**src/rtl/dcd_pkg.sv**
```systemverilog
`default_nettype none

package dcd_pkg;

    localparam int YEAR_W  = 12;
    localparam int MONTH_W = 4;
    localparam int DAY_W   = 5;

    localparam logic [YEAR_W-1:0]  EPOCH_YEAR = 12'd1978;
    localparam logic [8:0]         EPOCH_Y400 = 9'd378;
    localparam logic [6:0]         EPOCH_Y100 = 7'd78;
    localparam logic [8:0]         LAST_Y400  = 9'd399;
    localparam logic [6:0]         LAST_Y100  = 7'd99;
    localparam logic [17:0]        DAYS_400   = 18'd146097;
    localparam logic [YEAR_W-1:0]  YEAR_SPAN  = 12'd400;
    localparam logic [8:0]         DAYS_LEAP  = 9'd366;
    localparam logic [8:0]         DAYS_PLAIN = 9'd365;
    localparam logic [MONTH_W-1:0] MONTH_FEB  = 4'd1;
    localparam logic [MONTH_W-1:0] MONTH_LAST = 4'd11;

    typedef struct packed {
        logic load;
        logic div_step;
        logic year_step;
        logic month_step;
        logic emit;
    } dcd_cmd_t;

    typedef struct packed {
        logic year_ge;
        logic month_stop;
    } dcd_status_t;

    function automatic logic [DAY_W-1:0] month_len(input logic [MONTH_W-1:0] month,
                                                   input logic leap);
        logic [DAY_W-1:0] len;
        case (month) inside
            MONTH_FEB:            len = leap ? 5'd29 : 5'd28;
            4'd3, 4'd5, 4'd8, 4'd10: len = 5'd30;
            default:              len = 5'd31;
        endcase
        return len;
    endfunction

endpackage

`default_nettype wire

```
**src/rtl/dcd_datapath.sv**
```systemverilog
`default_nettype none

module dcd_datapath #(
    parameter int DAY_COUNT_BITS = 16,
    parameter int KW             = 1
) (
    input  wire logic                        aclk,
    input  wire dcd_pkg::dcd_cmd_t           cmd,
    input  wire logic [KW-1:0]               div_k,
    output dcd_pkg::dcd_status_t             status,
    input  wire logic [DAY_COUNT_BITS-1:0]   s_day_count,
    output logic [dcd_pkg::YEAR_W-1:0]       m_year,
    output logic [dcd_pkg::MONTH_W-1:0]      m_month,
    output logic [dcd_pkg::DAY_W-1:0]        m_day_of_month
);
    import dcd_pkg::*;

    localparam int W = (DAY_COUNT_BITS > 18) ? DAY_COUNT_BITS : 18;

    logic [DAY_COUNT_BITS-1:0] rem_reg, rem_next;
    logic [YEAR_W-1:0]         year_reg, year_next;
    logic [8:0]                y400_reg, y400_next;
    logic [6:0]                y100_reg, y100_next;
    logic [MONTH_W-1:0]        month_reg, month_next;
    logic [YEAR_W-1:0]         out_year_reg;
    logic [MONTH_W-1:0]        out_month_reg;
    logic [DAY_W-1:0]          out_day_reg;

    logic                      leap;
    logic [8:0]                ylen;
    logic [DAY_W-1:0]          mlen;
    logic [W-1:0]              span;
    logic                      span_ge;

    always_comb begin
        leap    = (y100_reg == '0) ? (y400_reg == '0) : (y400_reg[1:0] == 2'b00);
        ylen    = leap ? DAYS_LEAP : DAYS_PLAIN;
        mlen    = month_len(month_reg, leap);
        span    = W'(DAYS_400) << div_k;
        span_ge = W'(rem_reg) >= span;
        status.year_ge    = rem_reg >= DAY_COUNT_BITS'(ylen);
        status.month_stop = (rem_reg < DAY_COUNT_BITS'(mlen)) || (month_reg == MONTH_LAST);
    end

    always_comb begin
        rem_next   = rem_reg;
        year_next  = year_reg;
        y400_next  = y400_reg;
        y100_next  = y100_reg;
        month_next = month_reg;
        if (cmd.load) begin
            rem_next   = s_day_count;
            year_next  = EPOCH_YEAR;
            y400_next  = EPOCH_Y400;
            y100_next  = EPOCH_Y100;
            month_next = '0;
        end else if (cmd.div_step) begin
            if (span_ge) begin
                rem_next  = DAY_COUNT_BITS'(W'(rem_reg) - span);
                year_next = year_reg + (YEAR_SPAN << div_k);
            end
        end else if (cmd.year_step) begin
            rem_next  = rem_reg - DAY_COUNT_BITS'(ylen);
            year_next = year_reg + 1'b1;
            y400_next = (y400_reg == LAST_Y400) ? '0 : y400_reg + 1'b1;
            y100_next = (y100_reg == LAST_Y100) ? '0 : y100_reg + 1'b1;
        end else if (cmd.month_step) begin
            rem_next   = rem_reg - DAY_COUNT_BITS'(mlen);
            month_next = month_reg + 1'b1;
        end
    end

    always_ff @(posedge aclk) begin
        rem_reg   <= rem_next;
        year_reg  <= year_next;
        y400_reg  <= y400_next;
        y100_reg  <= y100_next;
        month_reg <= month_next;
        if (cmd.emit) begin
            out_year_reg  <= year_reg;
            out_month_reg <= month_reg + 1'b1;
            out_day_reg   <= rem_reg[DAY_W-1:0] + 1'b1;
        end
    end

    assign m_year         = out_year_reg;
    assign m_month        = out_month_reg;
    assign m_day_of_month = out_day_reg;

endmodule

`default_nettype wire

```
**src/rtl/dcd_controller.sv**
```systemverilog
`default_nettype none

module dcd_controller #(
    parameter int QBITS = 1,
    parameter int KW    = 1
) (
    input  wire logic                 aclk,
    input  wire logic                 aresetn,
    input  wire logic                 s_valid,
    output logic                      s_ready,
    output logic                      m_valid,
    input  wire logic                 m_ready,
    output dcd_pkg::dcd_cmd_t         cmd,
    output logic [KW-1:0]             div_k,
    input  wire dcd_pkg::dcd_status_t status
);
    import dcd_pkg::*;

    typedef enum logic [2:0] {
        ST_IDLE,
        ST_DIV,
        ST_YEAR,
        ST_MONTH,
        ST_FINISH
    } state_t;

    state_t        state_reg, state_next;
    logic [KW-1:0] k_reg, k_next;
    logic          m_valid_reg, m_valid_next;

    always_comb begin
        state_next   = state_reg;
        k_next       = k_reg;
        m_valid_next = m_valid_reg;
        cmd          = '0;
        if (m_valid_reg && m_ready) begin
            m_valid_next = 1'b0;
        end
        case (state_reg)
            ST_IDLE: begin
                if (s_valid) begin
                    cmd.load   = 1'b1;
                    k_next     = KW'(QBITS - 1);
                    state_next = ST_DIV;
                end
            end
            ST_DIV: begin
                cmd.div_step = 1'b1;
                if (k_reg == '0) begin
                    state_next = ST_YEAR;
                end else begin
                    k_next = k_reg - 1'b1;
                end
            end
            ST_YEAR: begin
                if (status.year_ge) begin
                    cmd.year_step = 1'b1;
                end else begin
                    state_next = ST_MONTH;
                end
            end
            ST_MONTH: begin
                if (status.month_stop) begin
                    state_next = ST_FINISH;
                end else begin
                    cmd.month_step = 1'b1;
                end
            end
            ST_FINISH: begin
                if (!m_valid_reg || m_ready) begin
                    cmd.emit     = 1'b1;
                    m_valid_next = 1'b1;
                    state_next   = ST_IDLE;
                end
            end
            default: begin
                state_next = ST_IDLE;
            end
        endcase
    end

    always_ff @(posedge aclk) begin
        if (!aresetn) begin
            state_reg   <= ST_IDLE;
            k_reg       <= '0;
            m_valid_reg <= 1'b0;
        end else begin
            state_reg   <= state_next;
            k_reg       <= k_next;
            m_valid_reg <= m_valid_next;
        end
    end

    assign s_ready = (state_reg == ST_IDLE);
    assign m_valid = m_valid_reg;
    assign div_k   = k_reg;

endmodule

`default_nettype wire

```
**src/rtl/day_count_to_calendar_date_unit.sv**
```systemverilog
`default_nettype none

// Channel   Ports                                     Direction
// input     s_valid, s_ready, s_day_count             day count in
// result    m_valid, m_ready, m_year, m_month,        calendar date out
//           m_day_of_month
//
// One transfer in gives one transfer out. An item is loaded, then goes
// through the 146097-day division one quotient bit per step (one bit for
// counts of up to 18 bits), then subtracts one year per step while the
// days left reach that year's length, then one month per step until they
// fall short of that month's length or December is reached, and finishes.
// The result sits in an output register, so the next item is taken while it
// waits; a stalled result only holds the finish step. Reset is synchronous.

module day_count_to_calendar_date_unit #(
    parameter int DAY_COUNT_BITS = 16
) (
    input  wire logic                      aclk,
    input  wire logic                      aresetn,
    input  wire logic                      s_valid,
    output logic                           s_ready,
    input  wire logic [DAY_COUNT_BITS-1:0] s_day_count,
    output logic                           m_valid,
    input  wire logic                      m_ready,
    output logic [dcd_pkg::YEAR_W-1:0]     m_year,
    output logic [dcd_pkg::MONTH_W-1:0]    m_month,
    output logic [dcd_pkg::DAY_W-1:0]      m_day_of_month
);
    import dcd_pkg::*;

    localparam int QBITS = (DAY_COUNT_BITS > 18) ? (DAY_COUNT_BITS - 17) : 1;
    localparam int KW    = (QBITS > 1) ? $clog2(QBITS) : 1;

    dcd_cmd_t      cmd;
    dcd_status_t   status;
    logic [KW-1:0] div_k;

    dcd_controller #(
        .QBITS (QBITS),
        .KW    (KW)
    ) u_controller (
        .aclk    (aclk),
        .aresetn (aresetn),
        .s_valid (s_valid),
        .s_ready (s_ready),
        .m_valid (m_valid),
        .m_ready (m_ready),
        .cmd     (cmd),
        .div_k   (div_k),
        .status  (status)
    );

    dcd_datapath #(
        .DAY_COUNT_BITS (DAY_COUNT_BITS),
        .KW             (KW)
    ) u_datapath (
        .aclk           (aclk),
        .cmd            (cmd),
        .div_k          (div_k),
        .status         (status),
        .s_day_count    (s_day_count),
        .m_year         (m_year),
        .m_month        (m_month),
        .m_day_of_month (m_day_of_month)
    );

endmodule

`default_nettype wire
```
**config.mk**
```make
export PLATFORM = sky130hd
export DESIGN_NAME = day_count_to_calendar_date_unit
export DESIGN_NICKNAME = d
export VERILOG_FILES = /design/src/rtl/dcd_pkg.sv /design/src/rtl/dcd_datapath.sv /design/src/rtl/dcd_controller.sv /design/src/rtl/day_count_to_calendar_date_unit.sv
export SDC_FILE = /design/constraint.sdc
export NUM_CORES = 1
export LEC_CHECK = 0
export ABC_AREA = 1
export ABC_CLOCK_PERIOD_IN_PS = 4600
export BUFFER_PORTS_ARGS = -buffer_cell sky130_fd_sc_hd__clkbuf_2
export CAP_MARGIN = 20
export CORE_MARGIN = 2
export CORE_UTILIZATION = 58
export DETAILED_ROUTE_END_ITERATION = 8
export PLACE_DENSITY_LB_ADDON = 0.25
export SLEW_MARGIN = 5
export SYNTH_ARGS = -nofsm -noshare
export SYNTH_HDL_FRONTEND = slang
export SYNTH_SLANG_ARGS = --single-unit
export TNS_END_PERCENT = 1
```
**constraint.sdc**
```tcl
create_clock -name aclk -period 4.6 [get_ports aclk]
set_input_delay 0 -clock aclk [delete_from_list [all_inputs] [get_ports aclk]]
set_output_delay 0 -clock aclk [all_outputs]
set_load 0.005 [all_outputs]
```
Yosys cells after proc, flatten, opt, wreduce, memory -nomap -nowiden
Cells that the tools add are included.

operators by class
  reduce and logical (&&, ||, !) cells = 18
  equal/unequal tests = 19
  shift-type cells = 2
  multiplexer cells = 36
  $add $sub $neg = 10
  order comparisons = 3
  bitwise operators = 2

operators with widths
  kind                                                                 number
  16-bit two-way mux                                                   5
  12-bit two-way mux                                                   3
  16-bit by 18-bit greater-or-equal comparator with 1-bit output       1
  18-bit by 1-bit left shift with 18-bit output, first input constant  1
  1-bit two-way mux                                                    17
  16-bit by 9-bit greater-or-equal comparator with 1-bit output        1
  16-bit by 5-bit < comparator with 1-bit output                       1
  16-bit subtractor                                                    1
  16-bit by 5-bit subtractor with 16-bit output                        1
  16-bit by 9-bit subtractor with 16-bit output                        1
  3-bit two-way mux                                                    5
  3-bit case mux with 5 select lines                                   1
  12-bit by 1-bit adder with 12-bit output, second input constant      1
  12-bit adder                                                         1
  4-bit equality test, second input constant                           3
  9-bit by 1-bit left shift with 12-bit output, first input constant   1
  9-bit by 1-bit adder with 9-bit output, second input constant        1
  9-bit equality test, second input constant                           1
  9-bit logical NOT                                                    1
  9-bit two-way mux                                                    1
  2-bit != test, second input constant                                 4
  2-bit AND reduction                                                  4
  7-bit by 1-bit adder with 7-bit output, second input constant        1
  7-bit equality test, second input constant                           1
  other kinds (27)                                                     32

storage, ports and cells
  register bits after elaboration = 74
  input port bits = 20
  word-level logic and storage cells = 101

Logic depth before layout (Yosys ltp)
Gate-level depths: netlist of the first run.

  word-level depth = 12
  gate-level depth with buffers = 20

Modules after synthesis
Synthesis of the first run repeated with hierarchy kept, for this count alone.

unflattened totals
  cells, all modules = 712
  area total of the unflattened synthesis = 5256.3 um2

modules (own cells, without submodules)
  module          instances  cells an instance  seq. area each (um2)  area each (um2)
  dcd_datapath    1          662                1751.7                4944.7
  dcd_controller  1          50                 80.1                  311.5

Worst setup path before layout of the first run
OpenSTA, ideal clock, no wires.

  path type = register -> register
  start = reg u_datapath.y400_reg[4]
  end = reg u_datapath.rem_reg[0] (enable)
  library setup time = 375 ps
  slack = 1394 ps
  period minus slack after synthesis = 3206 ps
  arrival = 2831 ps
  cell stages (with the launch flop) = 17
  cells stage by stage = dfxtp_1 or2_2 nor3_1 nand4_1 nand2_1 nand2_1 ha_1 fa_1 nor2_2 nand2_1 nand2_1 nand2_1 nand3_2 nand2_4 buf_6 buf_6 nand3_1

on the way
  longest elaborated chain between the ends = 10
  elaborated cells on any way between the ends = 14
  those cells by class = order compare: 2; mux: 8; reduce/logical: 4

RTL lines
  element                                         line                  source
  from (decl)                                     dcd_datapath.sv:22    logic [8:0] y400_reg, y400_next;
  from (signal assigned)                          dcd_datapath.sv:76    y400_reg <= y400_next;
  9-bit logical NOT *                             dcd_datapath.sv:36    leap = (y100_reg == '0) ? (y400_reg == '0) : (y400_reg[1:0] == 2'b00);
  1-bit two-way mux *                             dcd_datapath.sv:36
  1-bit two-way mux                               dcd_pkg.sv:38         MONTH_FEB: len = leap ? 5'd29 : 5'd28;
  5-bit two-way mux                               dcd_pkg.sv:37         case (month) inside
  16-bit by 5-bit < comparator with 1-bit output  dcd_datapath.sv:42    status.month_stop = (rem_reg < DAY_COUNT_BITS'(mlen)) || (month_reg == MONTH_LAST);
  1-bit logical OR                                dcd_datapath.sv:42
  1-bit two-way mux                               dcd_controller.sv:63  if (status.month_stop) begin
  1-bit two-way mux                               dcd_controller.sv:39  case (state_reg)
  4-bit nonzero test (no source line) *           n/a
  2-bit AND reduction (no source line) *          n/a
  to (signal assigned)                            dcd_datapath.sv:74    rem_reg <= rem_next;
  to (decl)                                       dcd_datapath.sv:20    logic [DAY_COUNT_BITS-1:0] rem_reg, rem_next;

Every way passes the cells marked *; elsewhere a longest branch is shown, timed or not.
A chain may end at the register's enable or synchronous reset.

Worst setup path in the final report of the first run
  start = reg u_datapath.month_reg[1]
  end = reg u_controller.state_reg[2]

on the way
  longest elaborated chain between the ends = 8
  elaborated cells on any way between the ends = 13
  those cells by class = order compare: 1; eq/ne: 7; mux: 2; reduce/logical: 3

RTL lines
  element                                         line                  source
  from (decl)                                     dcd_datapath.sv:24    logic [MONTH_W-1:0] month_reg, month_next;
  from (signal assigned)                          dcd_datapath.sv:78    month_reg <= month_next;
  4-bit equality test (tied with other cells)     dcd_datapath.sv:38    mlen = month_len(month_reg, leap);
  4-bit OR reduction                              dcd_pkg.sv:37
  1-bit two-way mux                               dcd_pkg.sv:37
  5-bit two-way mux                               dcd_pkg.sv:37
  16-bit by 5-bit < comparator with 1-bit output  dcd_datapath.sv:42
  1-bit logical OR *                              dcd_datapath.sv:42
  2-bit != test (no source line) *                n/a
  5-bit AND reduction (no source line) *          n/a
  to (signal assigned)                            dcd_controller.sv:88  state_reg <= state_next;
  to (decl)                                       dcd_controller.sv:27  state_t state_reg, state_next;

Marks and branches as above.

==> impl_metrics.ini, run 1 <==
[synthesis]
synth_cell_type_count = 45
synth_common_cells = nand2_1 (194), inv_1 (83), nor2_1 (75)
synth_area_mm2 = 0.00523
async_flop_share_pct = 0
synth_top_flop_cell = edfxtp_1
synth_edf_count = 37
synthTopCellsByArea = edfxtp_1 (21%), nand2_1 (14%), dfxtp_1 (14%), nand3_1 (6.4%), inv_1 (6.0%)
synth.net_count = 786
yosysMostFrequentCell = nand2_1
synth_top_area_share_pct = 21.2
ys_seq_area_share_pct = 35.0
ys_seq_elements = 73
avgSynthCellArea_um2 = 7.03
netlist_instances = 745
yosysTopAreaCell = edfxtp_1
yosysWarnings = 0

[worst_setup_path]
crit_buf_inv = 3
rr_worst_depth = 16
rr_startpoint = u_datapath.month_reg[1]$_SDFFE_PP0P_
crit_arrival_ns = 4.07
path_max_fanout = 11
path_cells = inv_1 > ha_1 > nor3b_1 > a41oi_1 > a21oi_1 > ha_1 > inv_1 > fa_1 > nand3_1 > nand4_1 > o21bai_2 > nand2_2 > nor2_2 > nand2_1 > a21oi_1 > dlygate4sd3_1
cp-startpoint = u_datapath.month_reg[1]$_SDFFE_PP0P_
reg2reg_to = u_controller.state_reg[2]$_SDFFE_PN0P_
critPathLaunchType = flip-flop
critPathMaxStageDelay_ns = 0.57
cp_top_family = simple AND/OR/NAND/NOR gates
worst-setup-path-type = flip-flop to flip-flop
worst-path-stages = 16
r2r_setup_slack_ns = 0.83
end_kind = flip-flop
slowest_stage = dlygate4sd3_1
cp.required_ns = 4.89

[clock_tree]
clk_pin_slew_ns = 0.08
cts_htree_levels = 3
insertion_delay_ns = 0.35
cts-buffers-inserted = 9
clock_path_buffers = 2
root_buffer = clkbuf_8
cts-resized-gates = 0
tritoncts = yes
clock-sinks = 73

[placement]
post-place-ws_ns = 0.949
dp_hpwl_um = 9590
dpl.cell_count = 870
io_buffers = 42
place.gp.congestion = 0.983

[drt]
drtAntennaViolNets = 0
vias = 5205
viasPerCell = 5.76
wl_per_cell_um = 15.1
firstDrtPassIters = 5
totalWireLength_um = 13600
drc = 0
drt-initial-drc-count = 408

[die]
dieArea_mm2 = 0.00980
initial_utilization_pct = 60.0
core-area_mm2 = 0.00872
rows = 34
die_w_um = 99.0
die_h_um = 99.0
io_pins = 43

[power_and_ir_drop]
power_mw = 4.14
power-per-cell-area_mw_per_mm2 = 714
vdd_drop_max_mv = 0.308
power.leakage_nw = 2.65

[timing]
fin_crit_sh_pct = 82.1
rsz0062_at_grt = false
slew_violations = 0
hold_viol = 0
setup_viol = 0
finClkSkew_ns = 0.00932
tns_ns = 0
post-route-min-period_ns = 3.77
worst_pin_slew_ns = 0.765
fmax_mhz = 265
slew_headroom_pct = 48.9
setup_slack_ns = 0.825

[run]
cap_violations = 0

[status]
status = finished, final reports clean

[finish]
area_growth_pct = 10.7
layout-drive-gt1-share_pct = 12.3
seq_area_mm2 = 0.00183
stdcell_count = 903
insertedDiodeCount = 0
final_nets = 831
multi_input_area_mm2 = 0.00287
fillerInstances = 759
largest_register_ff_count = 16

[worst_hold_path]
hold_start = s_day_count[6]
worstHoldPathType = input pin to flip-flop
hold_path_depth = 3
whs_endpoint = u_datapath.rem_reg[6]$_DFFE_PP_

[global_routing]
grtUsageTotal_pct = 28.5
antenna_found_initial = 0
grt-ovfl-total = 0
grt_max_degree = 50
grt_pass1_vias = 5000
grt_pass1_wl_um = 22800
## worst min-delay path: cells and delay by family
family | cells | cell delay (ns)
compound gates | 1 | 0.14
buf+inv | 1 | 0.08
simple gates | 1 | 0.04
## what timing repair did
| action | 4_1_cts | 5_1_grt |
|---|---|---|
| setup endpoints to repair | 0 | 0 |
| hold endpoints to repair | 18 | 0 |
| hold buffers | 17 | 0 |
| setup buffers | 0 | 0 |
## where the power goes
part           leakage, nW  internal [mW]  switching [mW]
clock network        0.104          0.265           0.252
registers            0.635          0.975           0.330
logic                 1.92          0.775            1.54
## per-stage QoR
step	hold WS, ns	cell area, µm²	util, %
2_1_floorplan	0.140	5230	-
3_3_place_gp	0.278	5420	62.2
3_5_place_dp	0.282	5430	62.3
4_1_cts	0.0212	5800	66.5
5_1_grt	0.0537	5800	66.5
6_report	0.0280	5800	66.5
## worst max path at each step
stage                     slack [ns]                                endpoint
after floorplan                 1.39         u_datapath.rem_reg[0]$_DFFE_PP_
after global placement          1.06        u_datapath.rem_reg[10]$_DFFE_PP_
final                           0.83  u_controller.state_reg[2]$_SDFFE_PN0P_
after CTS                       0.86  u_controller.state_reg[2]$_SDFFE_PN0P_
after detailed placement        0.95        u_datapath.rem_reg[13]$_DFFE_PP_
after global routing            0.48  u_controller.state_reg[2]$_SDFFE_PN0P_
## area by class of cell
type                       instances  area share [%]
clock buffer                      11            2.44
clock inverter                     5           0.950
inverter                          91            6.02
multi-input combinational        551            49.4
sequential                        73            31.6
tap                              108            2.33
timing repair buffer              64            7.21
## metal layers
metal  GRT usage, %  vias to the layer above  wire length, µm
li1               -                     2536                -
met1           37.1                     2419             5730
met2           49.3                      223             6600
met3           4.33                       27             1060
met4           8.22                        0              212
met5              0                        -                0
## cell usage in the layout (no fill, tap or decap), types with 2 or more instances in the layout
cell type,synthesis,layout
nand2_2,6,6
nand2_1,194,194
dfxtp_1,36,36
ha_1,19,19
fa_1,2,2
nand4_1,20,20
nand3b_1,2,2
a21oi_1,48,48
clkinv_4,1,2
and3_1,2,2
dlygate4sd3_1,0,17
clkbuf_2,0,42
nor3_1,11,11
o211ai_2,2,2
clkinv_2,0,2
o211ai_1,8,8
buf_4,4,5
xnor2_1,2,2
edfxtp_1,37,37
nor3_2,3,3
inv_1,83,83
inv_4,1,2
nor2_1,75,75
a21oi_2,2,2
xor2_1,25,25
o21ai_0,29,29
nor2_2,8,8
clkbuf_8,0,10
inv_2,6,6
o21bai_1,3,3
nand3_1,67,67
o21ai_1,9,9
## kinds of logic after synthesis
| family | count (synthesis) | share of synthesized area [%] |
|---|---|---|
| flip-flops | 73 | 35.0 |
| buffers and inverters | 121 | 10.4 |
| AO/OA/AOI/OAI | 106 | 11.5 |
| adder cells (fa/ha/maj) | 21 | 5.31 |
| AND/OR/NAND/NOR | 397 | 33.3 |
| XOR/XNOR | 27 | 4.52 |
No activity file was read; power rests on OpenSTA's default activity.
==> run 2, diff against run 1 <==
--- a/config.mk
+++ b/config.mk
@@ -6,7 +6,7 @@
 export NUM_CORES = 1
 export LEC_CHECK = 0
 export ABC_AREA = 1
-export ABC_CLOCK_PERIOD_IN_PS = 4600
+export ABC_CLOCK_PERIOD_IN_PS = 3600
 export BUFFER_PORTS_ARGS = -buffer_cell sky130_fd_sc_hd__clkbuf_2
 export CAP_MARGIN = 20
 export CORE_MARGIN = 2
==> constraint.sdc (replaced) <==
create_clock -name aclk -period 3.6 [get_ports aclk]
set_input_delay 0 -clock aclk [delete_from_list [all_inputs] [get_ports aclk]]
set_output_delay 0 -clock aclk [all_outputs]
set_load 0.005 [all_outputs]
==> run 2 against run 1 <==
Net effect:
- non-clock buffer count is 5 higher
- first-iteration DRC count decreased by 25%
- wire length up 0.68%
- largest cell class unchanged
- clock power up 21%
- via count increased by 0.23%
- count of clock-buffer cells in the layout fell by 2
==> impl_metrics.ini, run 2 (synthesized netlist as in run 1, its figures left out) <==
[worst_setup_path]
cp.required_ns = 3.73
worst-setup-path-type = flip-flop to flip-flop
path_max_fanout = 34
crit_arrival_ns = 3.43
end_kind = flip-flop
cp-startpoint = u_datapath.y400_reg[4]$_SDFFE_PP1P_
critPathLaunchType = flip-flop
rr_startpoint = u_datapath.y400_reg[4]$_SDFFE_PP1P_

[global_routing]
grt_pass1_vias = 5096
grt-ovfl-total = 0
antenna_found_initial = 0
grt_max_degree = 41
grtUsageTotal_pct = 29.3
grt_pass1_wl_um = 23200

[finish]
area_growth_pct = 11.2
layout_common_cells = nand2_1 (194), inv_1 (83), nor2_1 (75)
final_nets = 836
fillerInstances = 757
insertedDiodeCount = 0
multi_input_area_mm2 = 0.00287
final_common_cell = nand2_1
layout-drive-gt1-share_pct = 13.0
seq_area_mm2 = 0.00183
largest_register_ff_count = 16

[clock_tree]
cts_htree_levels = 3
cts-buffers-inserted = 9
clock-sinks = 73
postCtsSetupRepairBufs = 0
insertion_delay_ns = 0.37
root_buffer = clkbuf_8
clock_path_buffers = 2
clk_pin_slew_ns = 0.09
tritoncts = yes

[worst_hold_path]
worstHoldPathType = input pin to flip-flop
hold_start = s_day_count[8]

[timing]
post-route-min-period_ns = 3.30
fmax_mhz = 303
slew_violations = 0
fin_crit_sh_pct = 91.7
setup_slack_ns = 0.298
hold_viol = 0
worst_pin_slew_ns = 0.609
tns_ns = 0
finClkSkew_ns = 0.00921
slew_headroom_pct = 59.0
setup_viol = 0
rsz0062_at_grt = false

[drt]
totalWireLength_um = 13700
drtAntennaViolNets = 0
drt-initial-drc-count = 304
vias = 5217
drc = 0
viasPerCell = 5.75
firstDrtPassIters = 5
wl_per_cell_um = 15.1

[die]
rows = 34
core-area_mm2 = 0.00872
io_pins = 43
initial_utilization_pct = 60.0
dieArea_mm2 = 0.00980
die_h_um = 99.0
die_w_um = 99.0

[power_and_ir_drop]
power.leakage_nw = 2.66
vdd_drop_max_mv = 0.464
power_mw = 5.29
power-per-cell-area_mw_per_mm2 = 909

[placement]
place.gp.congestion = 0.985
io_buffers = 42
dp_hpwl_um = 9800
post-place-ws_ns = 0.349

[status]
status = finished, final reports clean

[run]
cap_violations = 0
[run 2: changes by cell type in the layout (fill, tap and decap cells not counted)]
cell,previous run,this run
clkinv_2,2,0
bufinv_16,1,0
clkbuf_1,1,0
clkinvlp_4,0,2
clkbuf_8,10,9
inv_8,0,1
inv_6,0,2
buf_4,5,10
[run 2: through the flow]
step	utilization (%)	hold WS [ns]	instance area [µm²]	cells
after detailed placement	62.7	0.275	5470	875
after floorplan	-	0.140	5230	745
after CTS	66.7	0.000192	5820	908
final	66.7	0.0172	5820	908
after global placement	62.7	0.269	5470	875
after global routing	66.7	0.0612	5820	908
[run 2: power by group]
group | internal, mW | switching, mW | leakage, nW | total [mW]
clock | 0.261 | 0.367 | 0.0887 | 0.628
sequential | 1.24 | 0.424 | 0.635 | 1.67
combinational | 1.02 | 1.97 | 1.93 | 2.99
total | 2.53 | 2.76 | 2.66 | 5.29
[run 2: layout make-up]
cell class | count | area share [%]
repair buffers | 69 | 7.83
inverters | 91 | 6.00
flip-flops and latches | 73 | 31.5
clock inverters | 7 | 1.01
well taps | 108 | 2.32
clock buffers | 9 | 2.13
multi-input cells | 551 | 49.2
[run 2: metal layers]
metal | up-vias | wire, µm | part of all wire, % | global-route usage, %
li1 | 2552 | - | - | -
met1 | 2406 | 5940 | 43 | 37.2
met2 | 214 | 6480 | 47 | 48.6
met3 | 45 | 752 | 5.5 | 4.54
met4 | 0 | 521 | 3.8 | 14.4
met5 | - | 0 | 0 | 0
[run 2: path summary, 6_finish.rpt]
path	endpoint	slack, ns	depth (start not counted)
worst max-delay path	u_datapath.rem_reg[0]$_DFFE_PP_	0.30	17
worst min-delay path	u_datapath.rem_reg[8]$_DFFE_PP_	0.02	3
worst max register to register	u_datapath.rem_reg[0]$_DFFE_PP_	0.30	17
worst min register to register	u_datapath.m_year[2]$_DFFE_PP_	0.49	0
[run 2: worst max-delay path, cell delays in order (launching register included)]
cell,delay [ns]
dfxtp_1,0.37
or2_2,0.34
nor3_1,0.14
nand4_1,0.11
nand2_1,0.07
nand2_1,0.10
ha_1,0.23
fa_1,0.43
nor2_2,0.15
nand2_1,0.08
nand2_1,0.08
nand2_1,0.06
nand3_2,0.11
nand2_4,0.11
inv_4,0.33
nor2_1,0.12
a21oi_1,0.16
nor2_1,0.06
[run 2: what timing repair did]
item,in CTS,in global routing
endpoints found under the hold margin,19,0
hold buffers,17,0
gates resized for setup,0,0
==> run 3, diff against run 2 <==
--- a/config.mk
+++ b/config.mk
@@ -13,6 +13,7 @@
 export CORE_UTILIZATION = 58
 export DETAILED_ROUTE_END_ITERATION = 8
 export PLACE_DENSITY_LB_ADDON = 0.25
+export SETUP_SLACK_MARGIN = 0.3
 export SLEW_MARGIN = 5
 export SYNTH_ARGS = -nofsm -noshare
 export SYNTH_HDL_FRONTEND = slang
==> run 3 against run 2 <==
Net effect:
- fmax rose by 6.1%
- register-to-register slack improved by 0.19 ns
- clock skew rose by 0.0014 ns
- critical endpoint is now u_datapath.rem_reg[10]$_DFFE_PP_
==> impl_metrics.ini, run 3 (synthesized netlist as in run 1, its figures left out) <==
[placement]
place.gp.congestion = 0.985
dpl.cell_count = 875
dp_hpwl_um = 9800
post-place-ws_ns = 0.349
io_buffers = 42

[timing]
rsz0062_at_grt = true
fmax_mhz = 321
tns_ns = 0
setup_viol = 0
hold_viol = 0
setup_slack_ns = 0.488
finClkSkew_ns = 0.0106
slew_violations = 0
slew_headroom_pct = 60.9
fin_crit_sh_pct = 86.5
worst_pin_slew_ns = 0.585
post-route-min-period_ns = 3.11
hold_slack_ns = 0.0219

[finish]
largest_register_ff_count = 16
final_common_cell = nand2_1
area_growth_pct = 12.9
stdcell_count = 910
layout-drive-gt1-share_pct = 14.1
insertedDiodeCount = 0
final_nets = 838
seq_area_mm2 = 0.00183
fillerInstances = 744
layout_common_cells = nand2_1 (194), inv_1 (83), nor2_1 (74)
multi_input_area_mm2 = 0.00290

[die]
die_w_um = 99.0
core-area_mm2 = 0.00872
initial_utilization_pct = 60.0
rows = 34
dieArea_mm2 = 0.00980
die_h_um = 99.0
io_pins = 43

[drt]
viasPerCell = 5.80
wl_per_cell_um = 15.5
drtAntennaViolNets = 0
totalWireLength_um = 14100
firstDrtPassIters = 5
drc = 0
vias = 5274
drt-initial-drc-count = 384

[run]
cap_violations = 0

[worst_setup_path]
cp.required_ns = 3.73
worst-setup-path-type = flip-flop to flip-flop
crit_arrival_ns = 3.24
critPathLaunchType = flip-flop
end_kind = flip-flop
path_max_fanout = 20

[global_routing]
antenna_found_initial = 0
grt_max_degree = 41
grtUsageTotal_pct = 29.3
grt-ovfl-total = 0
grt_pass1_wl_um = 23200
grt_pass1_vias = 5096

[status]
status = finished, final reports clean

[clock_tree]
tritoncts = yes
cts-buffers-inserted = 9
cts_htree_levels = 3
clk_pin_slew_ns = 0.08
root_buffer = clkbuf_8
clock_path_buffers = 2
insertion_delay_ns = 0.37
postCtsSetupRepairBufs = 0
clock-sinks = 73

[power_and_ir_drop]
power-per-cell-area_mw_per_mm2 = 914
power_mw = 5.40
power.leakage_nw = 2.69
vdd_drop_max_mv = 0.527

[worst_hold_path]
worstHoldPathType = input pin to flip-flop
run 3: stage by stage:
step | utilization, % | area (µm²)
after floorplan | - | 5230
after global placement | 62.7 | 5470
after detailed placement | 62.7 | 5470
after CTS | 66.7 | 5820
after global routing | 67.7 | 5910
final | 67.7 | 5910
run 3: report_power, final:
group	internal [mW]	total, mW	switching (mW)
combinational	1.08	3.09	2.02
sequential	1.25	1.68	0.434
clock	0.261	0.624	0.363
total	2.58	5.40	2.81
run 3: final cells by class:
type | count | area share [%]
Multi-Input combinational cell | 551 | 49.0
Tap cell | 108 | 2.29
Clock inverter | 7 | 0.995
Clock buffer | 9 | 2.10
Timing Repair inverter | 1 | 0.148
Timing Repair Buffer | 70 | 8.34
Sequential cell | 73 | 31.0
Inverter | 91 | 6.08
run 3: metal layers:
layer	part of all wire, %	wire length (µm)	vias up	global-route usage, %
met5	0	0	-	0
met4	4.1	577	0	14.4
met1	42	5870	2429	37.2
met2	47	6650	235	48.6
li1	-	-	2557	-
met3	7.2	1020	53	4.54
run 3: path summary, 6_finish.rpt:
kind | start | to | cells past startpoint | slack, ns
worst max-delay path | u_datapath.y400_reg[4]$_SDFFE_PP1P_ | u_datapath.rem_reg[10]$_DFFE_PP_ | 18 | 0.49
worst min-delay path | s_day_count[8] | u_datapath.rem_reg[8]$_DFFE_PP_ | 3 | 0.02
worst max register to register | u_datapath.y400_reg[4]$_SDFFE_PP1P_ | u_datapath.rem_reg[10]$_DFFE_PP_ | 18 | 0.49
worst min register to register | u_datapath.year_reg[2]$_SDFFE_PP0P_ | u_datapath.m_year[2]$_DFFE_PP_ | 0 | 0.49
run 3: critical path, cell delays in order (launching register included):
cell     delay (ns)
dfxtp_1        0.37
or2_2          0.34
nor3_1         0.15
nand4_1        0.11
nand2_1        0.07
nand2_1        0.11
ha_2           0.22
fa_2           0.37
nor2_2         0.14
nand2_1        0.08
nand2_1        0.08
nand2_1        0.06
nand3_2        0.14
nand2_8        0.15
buf_12         0.20
nand2_1        0.07
nand3_1        0.07
nand3_1        0.08
nand2_1        0.04
run 3: repair_timing:
action | in CTS | in global routing
hold buffers | 17 | 0
setup endpoints to repair | 0 | 55
endpoints found under the hold margin | 19 | 0
gates resized for setup | 0 | 15
